`src/rtl/fatn_pkg.sv`:
```
// Shared types and constants for the fault-aware tree neighbor block.
// Used by fatn_csr, fatn_ctrl, fatn_dp and the top level.
`default_nettype none

package fatn_pkg;

   // Largest group size the tree walk covers; a larger count is clamped.
   localparam logic [6:0] MAX_PROCS = 7'd64;

   // Register reset values
   localparam logic [6:0]  COUNT_RESET = 7'd64;
   localparam logic [63:0] MASK_RESET  = 64'd0;

   // Register select, taken from the 8-byte register slot
   localparam logic CSR_IDX_COUNT = 1'b0;
   localparam logic CSR_IDX_MASK  = 1'b1;

   // Parent code for "no live ancestor"
   localparam logic [6:0] NO_PARENT = 7'h7F;

   typedef struct packed {
      logic load_query;  // capture query, start parent walk at the query
      logic par_up;      // step the walk pointer to its parent
      logic par_set;     // record parent of the walk pointer as the answer
      logic start_kids;  // point at the left child of the query
      logic descend;     // failed node: move to its left child
      logic sibling;     // left child done: move to its right sibling
      logic climb;       // right child done: move to its parent
      logic push;        // live child found: stash it, release older one
      logic finish;      // walk done: release final beat
   } fatn_cmd_type;

   typedef struct packed {
      logic is_root;         // walk pointer is rank 0
      logic parent_live;     // parent of the walk pointer has not failed
      logic in_range;        // walk pointer below the process count
      logic node_dead;       // walk pointer marked failed
      logic node_left;       // walk pointer is a left child
      logic parent_is_query; // parent of the walk pointer is the query
      logic have_pend;       // a found child waits in the stash
      logic out_free;        // output register can take a beat now
   } fatn_sts_type;

endpackage

`default_nettype wire

```
`src/rtl/fatn_csr.sv`:
```
// Configuration registers: process count and failed-rank mask, APB-style access.
// Depends on fatn_pkg for reset values and register select codes.
`default_nettype none

module fatn_csr (
   input  wire logic        clock,
   input  wire logic        reset,
   input  wire logic        csr_psel,
   input  wire logic        csr_penable,
   input  wire logic        csr_pwrite,
   input  wire logic [3:0]  csr_paddr,
   input  wire logic [63:0] csr_pwdata,
   output logic      [63:0] csr_prdata,
   output logic             csr_pready,
   output logic      [6:0]  process_count,
   output logic      [63:0] failed_mask
);

   logic [6:0]  count_ff, count_in;
   logic [63:0] mask_ff, mask_in;
   logic        wr_go;

   assign csr_pready = 1'b1;
   assign wr_go      = csr_psel & csr_penable & csr_pwrite & csr_pready;

   always_comb begin
      count_in = count_ff;
      mask_in  = mask_ff;
      if (wr_go) begin
         unique case (csr_paddr[3])
            fatn_pkg::CSR_IDX_COUNT: count_in = csr_pwdata[6:0];
            fatn_pkg::CSR_IDX_MASK:  mask_in  = csr_pwdata;
            default: ;
         endcase
      end
   end

   always_comb begin
      unique case (csr_paddr[3])
         fatn_pkg::CSR_IDX_COUNT: csr_prdata = {57'd0, count_ff};
         fatn_pkg::CSR_IDX_MASK:  csr_prdata = mask_ff;
         default:                 csr_prdata = 64'd0;
      endcase
   end

   always_ff @(posedge clock) begin
      if (reset) begin
         count_ff <= fatn_pkg::COUNT_RESET;
         mask_ff  <= fatn_pkg::MASK_RESET;
      end else begin
         count_ff <= count_in;
         mask_ff  <= mask_in;
      end
   end

   assign process_count = count_ff;
   assign failed_mask   = mask_ff;

endmodule

`default_nettype wire

```
`src/rtl/fatn_ctrl.sv`:
```
// Sequencer for the ancestor walk and the depth-first descendant walk.
// Depends on fatn_pkg for the command and status structs.
`default_nettype none

module fatn_ctrl (
   input  wire logic                  clock,
   input  wire logic                  reset,
   input  wire logic                  req_tvalid,
   output logic                       req_tready,
   input  wire fatn_pkg::fatn_sts_type sts,
   output fatn_pkg::fatn_cmd_type     cmd
);

   typedef enum logic [2:0] {
      ST_IDLE,
      ST_PARENT,
      ST_VISIT,
      ST_ADVANCE,
      ST_FINISH
   } state_type;

   state_type state_ff, state_in;

   assign req_tready = (state_ff == ST_IDLE);

   always_comb begin
      state_in = state_ff;
      cmd      = '0;
      unique case (state_ff)
         ST_IDLE: begin
            if (req_tvalid) begin
               cmd.load_query = 1'b1;
               state_in       = ST_PARENT;
            end
         end
         ST_PARENT: begin
            if (sts.is_root) begin
               cmd.start_kids = 1'b1;
               state_in       = ST_VISIT;
            end else if (sts.parent_live) begin
               cmd.par_set    = 1'b1;
               cmd.start_kids = 1'b1;
               state_in       = ST_VISIT;
            end else begin
               cmd.par_up = 1'b1;
            end
         end
         ST_VISIT: begin
            if (sts.in_range && sts.node_dead) begin
               cmd.descend = 1'b1;
            end else if (sts.in_range) begin
               // hold until an older stashed child can go out
               if (!sts.have_pend || sts.out_free) begin
                  cmd.push = 1'b1;
                  state_in = ST_ADVANCE;
               end
            end else begin
               state_in = ST_ADVANCE;
            end
         end
         ST_ADVANCE: begin
            if (sts.node_left) begin
               cmd.sibling = 1'b1;
               state_in    = ST_VISIT;
            end else if (sts.parent_is_query) begin
               state_in = ST_FINISH;
            end else begin
               cmd.climb = 1'b1;
            end
         end
         ST_FINISH: begin
            if (sts.out_free) begin
               cmd.finish = 1'b1;
               state_in   = ST_IDLE;
            end
         end
         default: state_in = ST_IDLE;
      endcase
   end

   always_ff @(posedge clock) begin
      if (reset) begin
         state_ff <= ST_IDLE;
      end else begin
         state_ff <= state_in;
      end
   end

   assert property (@(posedge clock) disable iff (reset)
      cmd.load_query |=> (state_ff == ST_PARENT))
      else $error("query load did not start the parent walk");

   assert property (@(posedge clock) disable iff (reset)
      (state_ff == ST_FINISH) && sts.out_free |=> req_tready)
      else $error("finished query did not return to idle");

   assert property (@(posedge clock) disable iff (reset)
      (state_ff == ST_ADVANCE) && !sts.node_left && sts.parent_is_query
         |=> (state_ff == ST_FINISH))
      else $error("walk passed the query subtree boundary");

endmodule

`default_nettype wire

```
`src/rtl/fatn_dp.sv`:
```
// Datapath: query and walk registers, child stash and the result output register.
// Depends on fatn_pkg for the command and status structs and constants.
`default_nettype none

module fatn_dp (
   input  wire logic                   clock,
   input  wire logic                   reset,
   input  wire fatn_pkg::fatn_cmd_type cmd,
   output fatn_pkg::fatn_sts_type      sts,
   input  wire logic [5:0]             query_rank,
   input  wire logic [6:0]             process_count,
   input  wire logic [63:0]            failed_mask,
   output logic                        rsp_tvalid,
   input  wire logic                   rsp_tready,
   output logic      [6:0]             parent_rank,
   output logic      [5:0]             child_rank,
   output logic                        has_child,
   output logic                        last_child
);

   logic [5:0] q_ff;
   logic [7:0] node_ff, node_in;
   logic [6:0] parent_ff;
   logic [5:0] pend_ff;
   logic       have_pend_ff, have_pend_in;
   logic       rsp_valid_ff, rsp_valid_in;
   logic [6:0] out_parent_ff;
   logic [5:0] out_child_ff;
   logic       out_has_ff;
   logic       out_last_ff;

   logic [7:0] node_dec;
   logic [6:0] pnode;
   logic [6:0] eff_cnt;
   logic       emit_go;

   assign node_dec = node_ff - 8'd1;
   assign pnode    = node_dec[7:1];
   assign eff_cnt  = (process_count > fatn_pkg::MAX_PROCS) ? fatn_pkg::MAX_PROCS
                                                           : process_count;

   assign sts.is_root         = (node_ff == 8'd0);
   assign sts.parent_live     = !failed_mask[pnode[5:0]];
   assign sts.in_range        = (node_ff < {1'b0, eff_cnt});
   assign sts.node_dead       = failed_mask[node_ff[5:0]];
   assign sts.node_left       = node_ff[0];
   assign sts.parent_is_query = (pnode == {1'b0, q_ff});
   assign sts.have_pend       = have_pend_ff;
   assign sts.out_free        = !rsp_valid_ff || rsp_tready;

   // a push releases the older stashed child; finish releases the last beat
   assign emit_go = (cmd.push && have_pend_ff) || cmd.finish;

   always_comb begin
      node_in = node_ff;
      if (cmd.load_query) begin
         node_in = {2'b00, query_rank};
      end else if (cmd.start_kids) begin
         node_in = {1'b0, q_ff, 1'b1};
      end else if (cmd.descend) begin
         node_in = {node_ff[6:0], 1'b1};
      end else if (cmd.sibling) begin
         node_in = node_ff + 8'd1;
      end else if (cmd.climb || cmd.par_up) begin
         node_in = {1'b0, pnode};
      end
   end

   always_comb begin
      have_pend_in = have_pend_ff;
      if (cmd.load_query || cmd.finish) begin
         have_pend_in = 1'b0;
      end else if (cmd.push) begin
         have_pend_in = 1'b1;
      end
   end

   always_comb begin
      rsp_valid_in = rsp_valid_ff;
      if (emit_go) begin
         rsp_valid_in = 1'b1;
      end else if (rsp_tready) begin
         rsp_valid_in = 1'b0;
      end
   end

   always_ff @(posedge clock) begin
      if (reset) begin
         have_pend_ff <= 1'b0;
         rsp_valid_ff <= 1'b0;
      end else begin
         have_pend_ff <= have_pend_in;
         rsp_valid_ff <= rsp_valid_in;
      end
   end

   always_ff @(posedge clock) begin
      node_ff <= node_in;
      if (cmd.load_query) begin
         q_ff      <= query_rank;
         parent_ff <= fatn_pkg::NO_PARENT;
      end else if (cmd.par_set) begin
         parent_ff <= {1'b0, pnode[5:0]};
      end
      if (cmd.push) begin
         pend_ff <= node_ff[5:0];
      end
      if (emit_go) begin
         out_parent_ff <= parent_ff;
         out_child_ff  <= have_pend_ff ? pend_ff : 6'd0;
         out_has_ff    <= have_pend_ff;
         out_last_ff   <= cmd.finish;
      end
   end

   assign rsp_tvalid  = rsp_valid_ff;
   assign parent_rank = out_parent_ff;
   assign child_rank  = out_child_ff;
   assign has_child   = out_has_ff;
   assign last_child  = out_last_ff;

   assert property (@(posedge clock) disable iff (reset)
      emit_go |-> sts.out_free)
      else $error("result beat overwrote an unaccepted beat");

   assert property (@(posedge clock) disable iff (reset)
      cmd.descend |-> (sts.in_range && sts.node_dead))
      else $error("descent from a live or absent node");

   assert property (@(posedge clock) disable iff (reset)
      (rsp_valid_ff && !out_has_ff) |-> out_last_ff)
      else $error("childless beat not marked last");

   assert property (@(posedge clock) disable iff (reset)
      cmd.push |-> (node_ff < 8'd64) && !failed_mask[node_ff[5:0]])
      else $error("stashed child is failed or out of range");

endmodule

`default_nettype wire

```
`src/rtl/fault_aware_tree_neighbors_top.sv`:
```
// Top level: fault-aware binary heap tree neighbor lookup.
// Depends on fatn_pkg, fatn_csr, fatn_ctrl and fatn_dp.
//
//   channel  dir  handshake                 payload
//   req      in   req_tvalid / req_tready   tdata: query_rank
//   rsp      out  rsp_tvalid / rsp_tready   tdata: parent_rank, child_rank;
//                                           tuser: has_child; tlast: last_child
//   csr      in   psel/penable/pready       process_count @0x0, failed_mask @0x8
//
// One query at a time: the query is accepted, then ancestors are checked one by one (at most 6),
// then each child slot of every descended node takes a visit and an advance, and a final
// step closes out the last beat.
// The single node pointer stepping through the subtree sets the rate.
// A stalled rsp channel holds the walk only when a child or final beat must go out.
// Synchronous reset restores process_count 64 and an empty failed mask.
`default_nettype none

module fault_aware_tree_neighbors_top (
   input  wire logic        clock,
   input  wire logic        reset,
   input  wire logic        req_tvalid,
   output logic             req_tready,
   input  wire logic [7:0]  req_tdata,   // [5:0] query_rank, [7:6] zero
   output logic             rsp_tvalid,
   input  wire logic        rsp_tready,
   output logic      [15:0] rsp_tdata,   // [6:0] parent_rank, [12:7] child_rank, [15:13] 0
   output logic      [0:0]  rsp_tuser,   // [0] has_child
   output logic             rsp_tlast,
   input  wire logic        csr_psel,
   input  wire logic        csr_penable,
   input  wire logic        csr_pwrite,
   input  wire logic [3:0]  csr_paddr,
   input  wire logic [63:0] csr_pwdata,
   output logic      [63:0] csr_prdata,
   output logic             csr_pready
);

   fatn_pkg::fatn_cmd_type cmd;
   fatn_pkg::fatn_sts_type sts;
   logic [6:0]  process_count;
   logic [63:0] failed_mask;
   logic [6:0]  parent_rank;
   logic [5:0]  child_rank;
   logic        has_child;
   logic        last_child;

   fatn_csr u_csr (
      .clock         (clock),
      .reset         (reset),
      .csr_psel      (csr_psel),
      .csr_penable   (csr_penable),
      .csr_pwrite    (csr_pwrite),
      .csr_paddr     (csr_paddr),
      .csr_pwdata    (csr_pwdata),
      .csr_prdata    (csr_prdata),
      .csr_pready    (csr_pready),
      .process_count (process_count),
      .failed_mask   (failed_mask)
   );

   fatn_ctrl u_ctrl (
      .clock      (clock),
      .reset      (reset),
      .req_tvalid (req_tvalid),
      .req_tready (req_tready),
      .sts        (sts),
      .cmd        (cmd)
   );

   fatn_dp u_dp (
      .clock         (clock),
      .reset         (reset),
      .cmd           (cmd),
      .sts           (sts),
      .query_rank    (req_tdata[5:0]),
      .process_count (process_count),
      .failed_mask   (failed_mask),
      .rsp_tvalid    (rsp_tvalid),
      .rsp_tready    (rsp_tready),
      .parent_rank   (parent_rank),
      .child_rank    (child_rank),
      .has_child     (has_child),
      .last_child    (last_child)
   );

   assign rsp_tdata = {3'b000, child_rank, parent_rank};
   assign rsp_tuser = has_child;
   assign rsp_tlast = last_child;

endmodule

`default_nettype wire
```
`config.mk`:
```
export PLATFORM = sky130hd
export DESIGN_NAME = fault_aware_tree_neighbors_top
export DESIGN_NICKNAME = d
export VERILOG_FILES = /design/src/rtl/fatn_pkg.sv /design/src/rtl/fatn_csr.sv /design/src/rtl/fatn_ctrl.sv /design/src/rtl/fatn_dp.sv /design/src/rtl/fault_aware_tree_neighbors_top.sv
export SDC_FILE = /design/constraint.sdc
export NUM_CORES = 1
export LEC_CHECK = 0
export ABC_AREA = 0
export BUFFER_PORTS_ARGS = -buffer_cell sky130_fd_sc_hd__buf_4
export CAP_MARGIN = 10
export CORE_MARGIN = 8
export CORE_UTILIZATION = 42
export CTS_BUF_LIST = sky130_fd_sc_hd__clkbuf_4 sky130_fd_sc_hd__clkbuf_8
export DETAILED_ROUTE_END_ITERATION = 6
export GPL_TIMING_DRIVEN = 0
export PLACE_DENSITY_LB_ADDON = 0.3
export REMOVE_ABC_BUFFERS = 1
export SLEW_MARGIN = 15
export SYNTH_ARGS = -nofsm -noshare
export SYNTH_HDL_FRONTEND = slang
export SYNTH_SLANG_ARGS = --single-unit
```
`constraint.sdc`:
```
create_clock -name clock -period 4.3 [get_ports clock]
set_input_delay 0.215 -clock clock [delete_from_list [all_inputs] [get_ports clock]]
set_output_delay 0.215 -clock clock [all_outputs]
set_load 0.005 [all_outputs]
```
==> results.yml <==
clocking:
  numCtsBuffers: 17
  clock-sinks: 118
  clkTransAtPathRegs_ps: 80
  clockBufferDepth: 2
  tritoncts: "done"
  clk_latency_ps: 450
  cts-htree-levels: 4
  cts_root_buffer: "clkbuf_8"
floorplanning:
  start_util: 0.424
  core_um2: 15700
  io_pins: 168
  dieWidth_um: 142
  die-area_um2: 20100
  fp-row-count: 46
  dieHeight_um: 142
power:
  pwr-share-clk: 0.217
  power_density_nw_per_um2: 525
  ir_drop_v: 0.000251
  pwr-share-seq: 0.321
  p_leak_nw: 3.64
  power.switching_mw: 1.86
  p_sw_frac: 0.390
  comb_power_share: 0.462
  power_mw: 4.78
  p_int_mw: 2.91
worst_setup_path:
  cp_max_fo: 10
  critPathArrivalTime_ps: 4420
  path_class: "reg2reg"
  worstReg2RegEnd: "u_dp.node_ff[3]$_DFFE_PP_"
  slowest_delay_ps: 500
  cp.required_ps: 4600
  end_kind: "flop"
  start_kind: "flop"
  regToRegSetupSlack_ps: 190
  r2r-start: "u_dp.node_ff[0]$_DFFE_PP_"
  worstRegToRegCells: 14
  critPathSlowestCell: "nor4_4"
  cpMostUsedCell: "buf_4"
  crit_chain: "buf_8 > clkinvlp_4 > ha_2 > nor3b_4 > xnor2_4 > buf_4 > mux2i_1 > mux4_2 > o2111a_1 > nor4_4 > a21oi_4 > buf_4 > a211o_1 > a21oi_1"
logic_synthesis:
  synth_ff_type: "dfxtp_1"
  synth.area.top_cells: "dfxtp_1, edfxtp_1, nand2_1"
  yosys_register_bits: 118
  synth_top_family_by_area: "simple AND/OR/NAND/NOR gates"
  yosys_warnings: 0
  synth_top_area_share: 0.256
  synthMuxAreaShare: 0.156
  yosysTopAreaCell: "dfxtp_1"
  synth-edff-count: 33
  synth_area_um2: 6640
  yosys.cell_types.count: 66
  synth.avg_cell_area_um2: 9.04
  netlist_instances: 735
  synth_compound_area_frac: 0.120
  synthArstFlopShare: 0
  yosys.area_share.simple: 0.221
  ys_seq_area_frac: 0.405
  synth_fa_ha_area_frac: 0.0169
  synth_xor_area_frac: 0.0350
timing:
  setup_ws_ps: 187
  min_period_over_period: 0.957
  slew_viol_final: 0
  finalSetupTns_ps: 0
  worstMarginPinSlew_ps: 888
  slew_headroom: 0.408
  clock_skew_ps: 13.4
  fmax_mhz: 243
  rsz0062_at_grt: "false"
  finalHoldViolCount: 0
  fin_crit_ps: 4110
  setup_viol: 0
route:
  drc: 0
  num_vias: 6013
  drtIter0Drc: 373
  antenna_left: 0
  routedWlPerCell_um: 16.9
  drt_pass1_iterations: 5
  viasPerCell: 5.17
  drt-total-wl_um: 19700
final_layout:
  final_cell_mix: "nand2_1, buf_4, dfxtp_1, a21oi_1, and2_1"
  fillCellCount: 1446
  antennaDiodeCount: 0
  design_area_um2: 9090
  final_core_util: 0.580
  layout.cells.most_common: "nand2_1"
  drive_gt1_frac: 0.283
  syn2layout_area_growth_pct: 36.8
  final_nets: 1027
global_route:
  first_global_vias: 6113
  grt_pass1_wl_um: 31800
  overflow: 0
  grt_max_degree: 77
  track_usage: 0.199
  antenna_found_initial: 0
worst_hold_path:
  hold_start: "csr_pwdata[39]"
  hold_depth: 3
  min_to: "u_csr.failed_mask[39]$_SDFFE_PP0P_"
  hp-class: "in2reg"
placement:
  place_ws_ps: -807
  port_buffers: 158
  placed_cell_area_um2: 8000
  gp_congestion: 0.876
  dp_hpwl_um: 13300
run_status:
  status: "complete, no violations"
job:
  maxCapViolations: 0
## metrics by stage
stage          cells  hold slack, ps
6_report        1164            22.1
4_1_cts         1157           0.157
3_3_place_gp    1055             406
2_1_floorplan    681             284
3_5_place_dp    1064             405
5_1_grt         1164            7.33
## worst max path at each step
stage                                    startpoint                           end  slack (ps)  cells past startpoint
after floorplan           u_dp.node_ff[0]$_DFFE_PP_     u_dp.node_ff[0]$_DFFE_PP_        -450                     11
after global placement    u_dp.node_ff[0]$_DFFE_PP_     u_dp.node_ff[0]$_DFFE_PP_       -2180                     11
after detailed placement  u_dp.node_ff[1]$_DFFE_PP_     u_dp.node_ff[2]$_DFFE_PP_        -810                     11
after CTS                 u_dp.node_ff[0]$_DFFE_PP_     u_dp.node_ff[1]$_DFFE_PP_           7                     12
after global routing      u_dp.node_ff[0]$_DFFE_PP_  u_dp.node_ff[6]$_SDFFE_PP0P_           9                     11
final                     u_dp.node_ff[0]$_DFFE_PP_     u_dp.node_ff[3]$_DFFE_PP_         190                     14
## worst max-delay path: cells and delay by family (launching register included)
family / cells / cell delay, ps
DFF: 1 / 480
muxes: 2 / 560
AOI/OAI and AO/OA: 4 / 850
and+or+nand+nor: 2 / 830
xor gates and xnor gates: 1 / 190
buffers and inverters: 4 / 790
adders and majority gates: 1 / 260
## state kept, by name, summed over array words and instances (netlist names)
name,cells
u_dp.rsp_tvalid,1
u_dp.pend_ff,6
u_dp.node_ff,8
u_dp.have_pend_ff,1
u_csr.process_count,7
u_dp.last_child,1
u_dp.child_rank,6
u_dp.q_ff,6
u_ctrl.state_ff,3
u_dp.has_child,1
u_csr.failed_mask,64
u_dp.parent_rank,7
u_dp.parent_ff,7
## power groups by stage
stage / clock network, mW / logic (mW) / registers [mW]
final: 1.03 / 2.21 / 1.53
after global routing: 1.11 / 2.38 / 1.55
after CTS: 1.06 / 2.15 / 1.53
after detailed placement: 0 / 1.84 / 1.63
after global placement: 0 / 1.72 / 1.66
after floorplan: 0 / 1.29 / 1.55
## synth_stat cells, types with 2 or more instances
library cell and n:
nand3_1 10, mux2_1 2, mux4_2 21, nand2_1 176
edfxtp_1 33, o22ai_1 4, clkbuf_1 37, mux2_2 10
inv_1 8, nor2b_1 5, buf_2 9, a32oi_1 7
o21ai_0 4, a211oi_2 2, o211ai_1 2, and2_1 64
a31oi_1 6, a21o_1 3, a21oi_1 79, nand4_1 2
buf_1 3, buf_6 2, xor2_1 9, buf_4 4
ha_1 9, a211oi_1 2, a211o_1 4, dfxtp_1 85
xor3_1 2, nor3_1 11, nor2_1 32, conb_1 2
mux2i_1 43, nor4_1 3, xnor2_1 9
## timing repair
action | in CTS | in global routing
setup endpoints to repair | 32 | 12
hold buffers | 50 | 1
gates resized for setup | 5 | 3
pin swaps | 2 | 2
endpoints found under the hold margin | 50 | 1
buffers inserted | 11 | 6
gates cloned | 0 | 0
## layer usage
metal / global-route usage / wire, um / up-vias
met5: 0 / 0 / -
met4: 0.0661 / 322 / 0
met3: 0.0689 / 1700 / 22
met2: 0.322 / 9350 / 231
met1: 0.244 / 8320 / 2803
li1: - / - / 2957
## logic make-up (layout without fill, tap and decap cells)
group / after synthesis / after routing
other: 2 / 4
AO/OA/AOI/OAI: 128 / 128
AND/OR/NAND/NOR: 315 / 315
flip-flops: 118 / 118
multiplexers: 76 / 76
adder cells (fa/ha/maj): 9 / 9
XOR/XNOR: 21 / 21
buffers and inverters: 66 / 277
## cell type report
cell class / instances / area (um^2) / share of cell area
inverters: 10 / 45.0 / 0.00496
repair buffers: 235 / 1960 / 0.215
clock inverters: 14 / 159 / 0.0175
multi-input cells: 553 / 3720 / 0.409
clock buffers: 18 / 241 / 0.0266
flip-flops and latches: 118 / 2690 / 0.296
well taps: 216 / 270 / 0.0297
No activity file was read; power rests on OpenSTA's default activity.
